File: config.mk
export PLATFORM = sky130hd
export DESIGN_NAME = scalar_kalman_filter
export DESIGN_NICKNAME = d
export VERILOG_FILES = /design/src/skf_pkg.sv /design/src/skf_div.sv /design/src/scalar_kalman_filter.sv
export SDC_FILE = /design/constraint.sdc
export NUM_CORES = 2
export LEC_CHECK = 0
export ABC_CLOCK_PERIOD_IN_PS = 14100
export CORE_AREA = 8 8 322 324
export DETAILED_ROUTE_END_ITERATION = 12
export DIE_AREA = 0 0 330 332
export DONT_BUFFER_PORTS = 1
export PLACE_DENSITY_LB_ADDON = 0.3
export REMOVE_ABC_BUFFERS = 1
export SLEW_MARGIN = 10
export SYNTH_ARGS = -nofsm -noshare
export SYNTH_HDL_FRONTEND = slang
export SYNTH_SLANG_ARGS = --single-unit
export TNS_END_PERCENT = 30
File: constraint.sdc
create_clock -name clock -period 14.1 [get_ports clock]
set_input_delay 0.705 -clock clock [delete_from_list [all_inputs] [get_ports clock]]
set_output_delay 0.705 -clock clock [all_outputs]
set_load 0.02 [all_outputs]
File: src/skf_pkg.sv
// Shared types and constants for the scalar Kalman filter block.
// Holds the channel payload structs, sequencer states and CSR map.
// No dependencies; imported by every module of the block.
package skf_pkg;

   localparam int CSR_ADDR_W = 5;
   localparam int CSR_DATA_W = 32;
   localparam int NOISE_W    = 24;

   // CSR word indexes (byte address = 4 * index)
   localparam logic [2:0] REG_TEMP_Q = 3'd0;
   localparam logic [2:0] REG_TEMP_R = 3'd1;
   localparam logic [2:0] REG_HUM_Q  = 3'd2;
   localparam logic [2:0] REG_HUM_R  = 3'd3;
   localparam logic [2:0] REG_VOC_Q  = 3'd4;
   localparam logic [2:0] REG_VOC_R  = 3'd5;

   localparam logic [NOISE_W-1:0] TEMP_Q_RST = 24'd5243;
   localparam logic [NOISE_W-1:0] TEMP_R_RST = 24'd49152;
   localparam logic [NOISE_W-1:0] HUM_Q_RST  = 24'd7864;
   localparam logic [NOISE_W-1:0] HUM_R_RST  = 24'd78643;
   localparam logic [NOISE_W-1:0] VOC_Q_RST  = 24'd262144;
   localparam logic [NOISE_W-1:0] VOC_R_RST  = 24'd1572864;

   // Channel codes
   localparam logic [1:0] CHAN_TEMP = 2'd0;
   localparam logic [1:0] CHAN_HUM  = 2'd1;

   typedef struct packed {
      logic [1:0]         channel;
      logic signed [31:0] measurement;
      logic               restart;
   } skf_req_type;

   typedef struct packed {
      logic [1:0]         out_channel;
      logic signed [31:0] estimate;
      logic signed [15:0] estimate_rounded;
      logic               was_first;
   } skf_rsp_type;

   typedef enum logic [3:0] {
      ST_IDLE,
      ST_PREDICT,
      ST_SUM,
      ST_DIV,
      ST_MUL_EST,
      ST_UPD_EST,
      ST_UPD_COV,
      ST_ROUND,
      ST_DONE
   } skf_state_type;

endpackage

File: src/skf_div.sv
// Restoring divider for the filter gain: quotient = (dividend << FRAC_BITS) / divisor.
// Requires dividend <= divisor; one quotient bit per cycle. Uses skf_pkg.
module skf_div #(
   parameter int FRAC_BITS = 16
) (
   input  logic                 clock,
   input  logic                 reset,
   input  logic                 start,
   input  logic [31:0]          dividend,
   input  logic [32:0]          divisor,
   output logic [FRAC_BITS:0]   quotient,
   output logic                 done
);
   import skf_pkg::*;

   localparam int CNT_W = $clog2(FRAC_BITS + 1);

   logic [32:0]        rem_ff, rem_in;
   logic [32:0]        div_ff;
   logic [FRAC_BITS:0] quo_ff, quo_in;
   logic [CNT_W-1:0]   cnt_ff;
   logic               busy_ff;
   logic               done_ff;

   logic [33:0]        shifted;
   logic               step_ge;
   logic               first_ge;

   assign first_ge = {1'b0, dividend} >= divisor;
   assign shifted  = {rem_ff, 1'b0};
   assign step_ge  = shifted >= {1'b0, div_ff};

   always_comb begin
      if (start) begin
         rem_in = first_ge ? ({1'b0, dividend} - divisor) : {1'b0, dividend};
         quo_in = {{FRAC_BITS{1'b0}}, first_ge};
      end else begin
         rem_in = step_ge ? 33'(shifted - {1'b0, div_ff}) : shifted[32:0];
         quo_in = {quo_ff[FRAC_BITS-1:0], step_ge};
      end
   end

   always_ff @(posedge clock) begin
      if (reset) begin
         busy_ff <= 1'b0;
         done_ff <= 1'b0;
         cnt_ff  <= '0;
      end else begin
         done_ff <= 1'b0;
         if (start) begin
            busy_ff <= 1'b1;
            cnt_ff  <= CNT_W'(FRAC_BITS);
         end else if (busy_ff) begin
            cnt_ff <= cnt_ff - 1'b1;
            if (cnt_ff == CNT_W'(1)) begin
               busy_ff <= 1'b0;
               done_ff <= 1'b1;
            end
         end
      end
   end

   always_ff @(posedge clock) begin
      if (start) begin
         div_ff <= divisor;
      end
      if (start || busy_ff) begin
         rem_ff <= rem_in;
         quo_ff <= quo_in;
      end
   end

   assign quotient = quo_ff;
   assign done     = done_ff;

endmodule

File: src/scalar_kalman_filter.sv
// Scalar Kalman filter, one 1-D filter per sensor channel, Q16.16 by default.
// States: first sample or unused channel PREDICT, ROUND, DONE; a filter update adds
//   SUM, DIV (bit-per-cycle gain divider), MUL_EST, UPD_EST, UPD_COV before ROUND.
// Throughput: one item at a time; req_stall stays high until the result is queued.
// Reset: synchronous; clears all channels to uninitialized, loads default noise regs.
module scalar_kalman_filter #(
   parameter int CHANNELS  = 3,
   parameter int FRAC_BITS = 16
) (
   input  logic                               clock,
   input  logic                               reset,
   input  logic                               req_valid,
   output logic                               req_stall,
   input  skf_pkg::skf_req_type               req_data,
   output logic                               rsp_valid,
   input  logic                               rsp_stall,
   output skf_pkg::skf_rsp_type               rsp_data,
   input  logic                               psel,
   input  logic                               penable,
   input  logic                               pwrite,
   input  logic [skf_pkg::CSR_ADDR_W-1:0]     paddr,
   input  logic [skf_pkg::CSR_DATA_W-1:0]     pwdata,
   output logic [skf_pkg::CSR_DATA_W-1:0]     prdata,
   output logic                               pready
);
   import skf_pkg::*;

   localparam int CH_W   = (CHANNELS > 1) ? $clog2(CHANNELS) : 1;
   localparam int GAIN_W = FRAC_BITS + 1;
   localparam int PROD_W = FRAC_BITS + 36;

   localparam logic [3:0]               CHAN_LIMIT = 4'(CHANNELS);
   localparam logic [GAIN_W-1:0]        GAIN_ONE   = GAIN_W'(1) << FRAC_BITS;
   localparam logic signed [PROD_W-1:0] HALF_P     = PROD_W'(1) << (FRAC_BITS - 1);
   localparam logic signed [33:0]       HALF_R     = 34'(1) << (FRAC_BITS - 1);
   localparam logic signed [33:0]       TRUNC_BIAS = (34'(1) << FRAC_BITS) - 34'(1);

   // ---------------------------------------------------------------------------
   // Noise registers (APB). Writes land on the access phase; pready tied high.
   // ---------------------------------------------------------------------------
   logic [NOISE_W-1:0] temp_q_ff, temp_r_ff, hum_q_ff, hum_r_ff, voc_q_ff, voc_r_ff;
   logic               csr_write;
   logic [2:0]         csr_index;

   assign pready    = 1'b1;
   assign csr_write = psel && penable && pwrite;
   assign csr_index = paddr[4:2];

   always_ff @(posedge clock) begin
      if (reset) begin
         temp_q_ff <= TEMP_Q_RST;
         temp_r_ff <= TEMP_R_RST;
         hum_q_ff  <= HUM_Q_RST;
         hum_r_ff  <= HUM_R_RST;
         voc_q_ff  <= VOC_Q_RST;
         voc_r_ff  <= VOC_R_RST;
      end else if (csr_write) begin
         unique case (csr_index)
            REG_TEMP_Q: temp_q_ff <= pwdata[NOISE_W-1:0];
            REG_TEMP_R: temp_r_ff <= pwdata[NOISE_W-1:0];
            REG_HUM_Q:  hum_q_ff  <= pwdata[NOISE_W-1:0];
            REG_HUM_R:  hum_r_ff  <= pwdata[NOISE_W-1:0];
            REG_VOC_Q:  voc_q_ff  <= pwdata[NOISE_W-1:0];
            REG_VOC_R:  voc_r_ff  <= pwdata[NOISE_W-1:0];
            default: ;  // unmapped word: drop the write
         endcase
      end
   end

   always_comb begin
      unique case (csr_index)
         REG_TEMP_Q: prdata = {8'd0, temp_q_ff};
         REG_TEMP_R: prdata = {8'd0, temp_r_ff};
         REG_HUM_Q:  prdata = {8'd0, hum_q_ff};
         REG_HUM_R:  prdata = {8'd0, hum_r_ff};
         REG_VOC_Q:  prdata = {8'd0, voc_q_ff};
         REG_VOC_R:  prdata = {8'd0, voc_r_ff};
         default:    prdata = '0;
      endcase
   end

   // ---------------------------------------------------------------------------
   // Channel state and captured item
   // ---------------------------------------------------------------------------
   skf_state_type      state_ff, state_in;
   skf_req_type        item_ff;
   logic [CHANNELS-1:0] started_ff;
   logic signed [31:0] est_mem_ff [CHANNELS];
   logic [31:0]        cov_mem_ff [CHANNELS];

   logic               req_xfer;
   logic [CH_W-1:0]    ch_idx;
   logic               in_range;
   logic               ch_started;
   logic               init_chan;
   logic [NOISE_W-1:0] q_sel, r_sel;

   assign req_stall = reset || (state_ff != ST_IDLE);
   assign req_xfer  = req_valid && !req_stall;
   assign ch_idx    = CH_W'(item_ff.channel);
   assign in_range  = {2'b00, item_ff.channel} < CHAN_LIMIT;
   assign ch_started = in_range && started_ff[ch_idx];
   assign init_chan = (state_ff == ST_PREDICT) && in_range && !ch_started;

   // Channels past the three register pairs share the air-quality pair.
   always_comb begin
      unique case (item_ff.channel)
         CHAN_TEMP: begin
            q_sel = temp_q_ff;
            r_sel = temp_r_ff;
         end
         CHAN_HUM: begin
            q_sel = hum_q_ff;
            r_sel = hum_r_ff;
         end
         default: begin
            q_sel = voc_q_ff;
            r_sel = voc_r_ff;
         end
      endcase
   end

   // ---------------------------------------------------------------------------
   // Datapath registers
   // ---------------------------------------------------------------------------
   logic [31:0]             p_ff;
   logic signed [31:0]      x_ff;
   logic signed [32:0]      diff_ff;
   logic [GAIN_W-1:0]       gain_ff;
   logic                    dzero_ff;
   logic signed [PROD_W-1:0] prod_ff;
   logic signed [31:0]      est_ff;
   logic                    first_ff;
   logic signed [15:0]      rounded_ff;
   logic                    rsp_valid_ff;
   skf_rsp_type             rsp_data_ff;

   // Predict: P + Q with saturation, innovation z - x.
   logic [32:0]        p_sum;
   logic signed [31:0] x_cur;
   logic signed [32:0] diff_cur;

   assign x_cur    = est_mem_ff[ch_idx];
   assign p_sum    = {1'b0, cov_mem_ff[ch_idx]} + 33'(q_sel);
   assign diff_cur = {item_ff.measurement[31], item_ff.measurement} - {x_cur[31], x_cur};

   // Gain denominator P + R feeds the divider on its start cycle.
   logic [32:0]       d_sum;
   logic              div_start;
   logic [GAIN_W-1:0] div_quo;
   logic              div_done;

   assign d_sum     = {1'b0, p_ff} + 33'(r_sel);
   assign div_start = (state_ff == ST_SUM);

   skf_div #(
      .FRAC_BITS (FRAC_BITS)
   ) u_div (
      .clock    (clock),
      .reset    (reset),
      .start    (div_start),
      .dividend (p_ff),
      .divisor  (d_sum),
      .quotient (div_quo),
      .done     (div_done)
   );

   // Shared multiplier: K * (z - x) first, then (1 - K) * P.
   logic [GAIN_W-1:0]        mul_a;
   logic signed [33:0]       mul_b;
   logic signed [PROD_W-1:0] mul_out;

   always_comb begin
      if (state_ff == ST_MUL_EST) begin
         mul_a = gain_ff;
         mul_b = {diff_ff[32], diff_ff};
      end else begin
         mul_a = GAIN_ONE - gain_ff;
         mul_b = {2'b00, p_ff};
      end
   end

   assign mul_out = $signed({1'b0, mul_a}) * mul_b;

   // Estimate step: round the product to nearest, add, clamp to 32 bits.
   logic signed [PROD_W-1:0] est_rnd;
   logic signed [PROD_W-1:0] est_delta;
   logic signed [35:0]       est_next;
   logic signed [31:0]       est_sat;

   assign est_rnd   = prod_ff + HALF_P;
   assign est_delta = est_rnd >>> FRAC_BITS;
   assign est_next  = {{4{x_ff[31]}}, x_ff} + est_delta[35:0];

   always_comb begin
      if ((est_next[35:31] == 5'b00000) || (est_next[35:31] == 5'b11111)) begin
         est_sat = est_next[31:0];
      end else if (est_next[35]) begin
         est_sat = 32'sh8000_0000;
      end else begin
         est_sat = 32'sh7fff_ffff;
      end
   end

   // Covariance step: product is never negative; result fits 32 bits.
   logic [PROD_W-1:0] cov_rnd;
   logic [31:0]       cov_next;

   assign cov_rnd  = prod_ff + HALF_P;
   assign cov_next = cov_rnd[FRAC_BITS +: 32];

   // Rounded integer: add one half, truncate toward zero, clamp to 16 bits.
   logic signed [33:0] rnd_sum;
   logic signed [33:0] rnd_adj;
   logic signed [33:0] rnd_int;
   logic signed [15:0] rnd_sat;

   assign rnd_sum = {{2{est_ff[31]}}, est_ff} + HALF_R;
   assign rnd_adj = rnd_sum[33] ? (rnd_sum + TRUNC_BIAS) : rnd_sum;
   assign rnd_int = rnd_adj >>> FRAC_BITS;

   always_comb begin
      if ((rnd_int[33:15] == '0) || (rnd_int[33:15] == '1)) begin
         rnd_sat = rnd_int[15:0];
      end else if (rnd_int[33]) begin
         rnd_sat = 16'sh8000;
      end else begin
         rnd_sat = 16'sh7fff;
      end
   end

   // ---------------------------------------------------------------------------
   // Sequencer
   // ---------------------------------------------------------------------------
   logic out_free;

   assign out_free = !rsp_valid_ff || !rsp_stall;

   always_ff @(posedge clock) begin
      if (reset) begin
         state_ff <= ST_IDLE;
      end else begin
         state_ff <= state_in;
      end
   end

   always_comb begin
      state_in = state_ff;
      unique case (state_ff)
         ST_IDLE: begin
            if (req_xfer) begin
               state_in = ST_PREDICT;
            end
         end
         ST_PREDICT: begin
            // first sample or unused channel: no filter step
            if (!ch_started) begin
               state_in = ST_ROUND;
            end else begin
               state_in = ST_SUM;
            end
         end
         ST_SUM:     state_in = ST_DIV;
         ST_DIV: begin
            if (div_done) begin
               state_in = ST_MUL_EST;
            end
         end
         ST_MUL_EST: state_in = ST_UPD_EST;
         ST_UPD_EST: state_in = ST_UPD_COV;
         ST_UPD_COV: state_in = ST_ROUND;
         ST_ROUND:   state_in = ST_DONE;
         ST_DONE: begin
            // hold until the output register is free
            if (out_free) begin
               state_in = ST_IDLE;
            end
         end
         default:    state_in = ST_IDLE;
      endcase
   end

   // Started flags: restart clears every channel before the sample applies.
   always_ff @(posedge clock) begin
      if (reset) begin
         started_ff <= '0;
      end else if (req_xfer && req_data.restart) begin
         started_ff <= '0;
      end else if (init_chan) begin
         started_ff[ch_idx] <= 1'b1;
      end
   end

   // Per-channel estimate and covariance, one write per cycle.
   always_ff @(posedge clock) begin
      if (init_chan) begin
         est_mem_ff[ch_idx] <= item_ff.measurement;
         cov_mem_ff[ch_idx] <= 32'(r_sel);
      end else if (state_ff == ST_UPD_COV) begin
         est_mem_ff[ch_idx] <= est_ff;
         cov_mem_ff[ch_idx] <= cov_next;
      end
   end

   always_ff @(posedge clock) begin
      if (req_xfer) begin
         item_ff <= req_data;
      end
      if (state_ff == ST_PREDICT) begin
         p_ff     <= p_sum[32] ? 32'hffff_ffff : p_sum[31:0];
         x_ff     <= x_cur;
         diff_ff  <= diff_cur;
         est_ff   <= in_range ? item_ff.measurement : 32'sd0;
         first_ff <= in_range && !ch_started;
      end
      if (state_ff == ST_SUM) begin
         dzero_ff <= (d_sum == 33'd0);
      end
      if ((state_ff == ST_DIV) && div_done) begin
         // zero denominator: gain 0, estimate and covariance hold
         gain_ff <= dzero_ff ? '0 : div_quo;
      end
      if ((state_ff == ST_MUL_EST) || (state_ff == ST_UPD_EST)) begin
         prod_ff <= mul_out;
      end
      if (state_ff == ST_UPD_EST) begin
         est_ff <= est_sat;
      end
      if (state_ff == ST_ROUND) begin
         rounded_ff <= rnd_sat;
      end
      if ((state_ff == ST_DONE) && out_free) begin
         rsp_data_ff.out_channel      <= item_ff.channel;
         rsp_data_ff.estimate         <= est_ff;
         rsp_data_ff.estimate_rounded <= rounded_ff;
         rsp_data_ff.was_first        <= first_ff;
      end
   end

   // Output register: load on DONE, drop once the result transfers.
   always_ff @(posedge clock) begin
      if (reset) begin
         rsp_valid_ff <= 1'b0;
      end else if ((state_ff == ST_DONE) && out_free) begin
         rsp_valid_ff <= 1'b1;
      end else if (rsp_valid_ff && !rsp_stall) begin
         rsp_valid_ff <= 1'b0;
      end
   end

   assign rsp_valid = rsp_valid_ff;
   assign rsp_data  = rsp_data_ff;

endmodule

==> results.yml <==
floorplan:
  core_um2: 99000
  rows: 116
  io_pins: 165
  start_util_pct: 59.4
  fp.dieH_um: 332
  die_width_um: 330
  die_area_um2: 110000
setup_path:
  crit_path_max_fanout: 32
  path_class: "flip-flop to flip-flop"
  cp-start-kind: "flip-flop"
  worst_ep_required_time_ns: 14.47
  cpPeakStageDelay_ns: 0.94
  cp_common_cell: "fa_1"
  crit_path_end_kind: "flip-flop"
  crit_arrival_ns: 10.03
  cp_slowest_cell: "xnor2_1"
logic_synthesis:
  ys.flop_type: "edfxtp_1"
  synth_edf_count: 561
  synth_largest_area_cell: "edfxtp_1"
  synthTopCellsByArea: "edfxtp_1 (29%), fa_1 (19%), nand2_1 (7.1%)"
  synth_cell_types: 110
  postSynthCellCount: 6132
  synth_seq_cells: 722
  synth_top_area_share_pct: 28.7
  post_synth.cell_area_avg_um2: 9.58
  netlist_area_um2: 58800
  async_flop_share_pct: 0
  synth-seq-area-share_pct: 34.2
  yosysWarnings: 0
  synth_common_cells: "nand2_1 (1,113), inv_1 (775), edfxtp_1 (561)"
  synth.most_common_cell: "nand2_1"
clocking:
  cts_buffer_depth: 3
  cts_buffers: 73
  htree_levels: 3
  cts_tree: "yes"
  cts_hold_buffers: 0
  cts_setup_buffers: 0
  cts_resized: 0
  clk_pin_slew_ns: 0.06
  clock_sinks: 722
  clk_latency_ns: 0.65
  root_buffer: "clkbuf_16"
layout:
  syn_to_final_growth_pct: 6.22
  final_nets: 6933
  n_fill_cell: 8038
  drive_above_1_share_pct: 5.08
route:
  final_antenna_net_count: 0
  drt_wl_total_mm: 163
  post_drt_wl_per_cell_um: 22.1
  drc: 0
  dr_total_vias: 44400
  viasPerCell: 6.03
  drt_iter0_drc: 4220
  firstDrtPassIters: 8
place:
  gp_congestion: 0.935
  hpwl_mm: 120
  port_buffers: 0
  dpl_worst_slack_ns: 4.59
timing:
  fin_skew_ns: 0.0415
  rsz0062_at_grt: "false"
  slew_violations: 0
  finalSetupViolCount: 0
  worst_slack_ns: 4.44
  hold_violations: 0
  max_slew_margin_pct: 13.1
  clock.fmax_mhz: 104
  fin_crit_sh_pct: 68.5
  worst_pin_slew_ns: 1.30
  finalCriticalPeriod_ns: 9.66
worst_hold_path:
  hp-class: "input pin to flip-flop"
status:
  status: "completed"
grt:
  overflow: 0
  antenna_found_initial: 5
  grt_pass1_vias: 44600
  grt_max_degree: 159
  grt_util_all_layers_pct: 29.4
  grt_pass1_wl_mm: 251
run:
  drv_cap: 0
## registers in the layout (all words and copies together) (netlist names), 16 cells and up, named ones only
register and flops:
cov_mem_ff 96, diff_ff 33, est_ff 32, est_mem_ff 96
gain_ff 17, hum_q_ff 24, hum_r_ff 24, item_ff 32
p_ff 32, prod_ff 37, rounded_ff 16, rsp_data 51
temp_q_ff 24, temp_r_ff 24, u_div.div_ff 33, u_div.quotient 17
u_div.rem_ff 33, voc_q_ff 24, voc_r_ff 24, x_ff 32
## through the flow
stage               hold slack [ns]  TNS (ns)  util [%]  area (um^2)  instances
finish                        0.163         0      63.1        62400       7364
global route                  0.147         0      63.0        62400       7363
CTS                           0.135         0      63.0        62400       7361
detailed placement            0.407         0      60.7        60000       7228
global placement              0.406         0      60.7        60000       7228
floorplan                     0.400     -2.60         -        57600       5863
## cells by family (layout without fill, tap and decap cells)
kind of cell,count (synthesis),in the layout,synth area share [%]
AND/OR/NAND/NOR,1944,1944,14.4
other,2,12,0.0128
flip-flops,722,722,34.2
AO/OA/AOI/OAI,1065,1065,11.5
buffers and inverters,1052,976,6.94
adder cells (fa/ha/maj),849,849,25.0
XOR/XNOR,299,299,4.46
multiplexers,199,199,3.48
## placed cells by master, fill, tap and decap left out, drive strengths merged, types with 49 or more instances in the layout
cell type	count
nand2	1114
inv	779
edfxtp	561
fa	544
a21oi	384
nor2	370
ha	305
o21ai	225
xnor2	179
mux2i	162
dfxtp	161
xor2	120
clkbuf	93
a21o	87
nand3	85
a22oi	74
and2	72
buf	67
o21a	67
nor2b	49
nor3	49
## area by class of cell
type	count	area (um^2)	share of cell area (%)
flip-flops and latches	722	20100	32.2
clock inverters	40	377	0.603
repair buffers	67	503	0.806
diodes	3	7.51	0.0120
inverters	776	2910	4.67
clock buffers	93	1990	3.18
multi-input cells	4365	34900	56.0
well taps	1298	1620	2.60
## final timing paths
| path | from | endpoint | slack [ns] | cells after the start |
|---|---|---|---|---|
| max | gain_ff[0]$_SDFFCE_PP0P_ | prod_ff[51]$_DFFE_PP_ | 4.44 | 30 |
| min | req_data[20] | item_ff[20]$_DFFE_PP_ | 0.16 | 0 |
| max reg2reg | gain_ff[0]$_SDFFCE_PP0P_ | prod_ff[51]$_DFFE_PP_ | 4.44 | 30 |
| min reg2reg | rounded_ff[3]$_DFFE_PP_ | rsp_data[4]$_DFFE_PP_ | 0.42 | 0 |
## per-layer routing
| layer | vias up | wire length, um | GRT usage, % |
|---|---|---|---|
| li1 | 20100 | - | - |
| met1 | 21700 | 61800 | 37.3 |
| met2 | 2058 | 78600 | 49.5 |
| met3 | 507 | 13300 | 4.12 |
| met4 | 0 | 8810 | 13.8 |
| met5 | - | 0 | 0 |
## critical path, delay by kind of cell, from the launching register on
| kind | cells | cell delay, ns |
|---|---|---|
| DFF | 1 | 0.35 |
| adders and majority gates | 8 | 3.56 |
| and+or+nand+nor | 4 | 1.07 |
| xor gates and xnor gates | 2 | 1.03 |
| buffers and inverters | 5 | 0.78 |
| AOI/OAI and AO/OA | 11 | 2.60 |
Power is left out: the tool's default activity adds up to more than one toggle a clock period on the data nets, which glitch-free logic cannot reach.
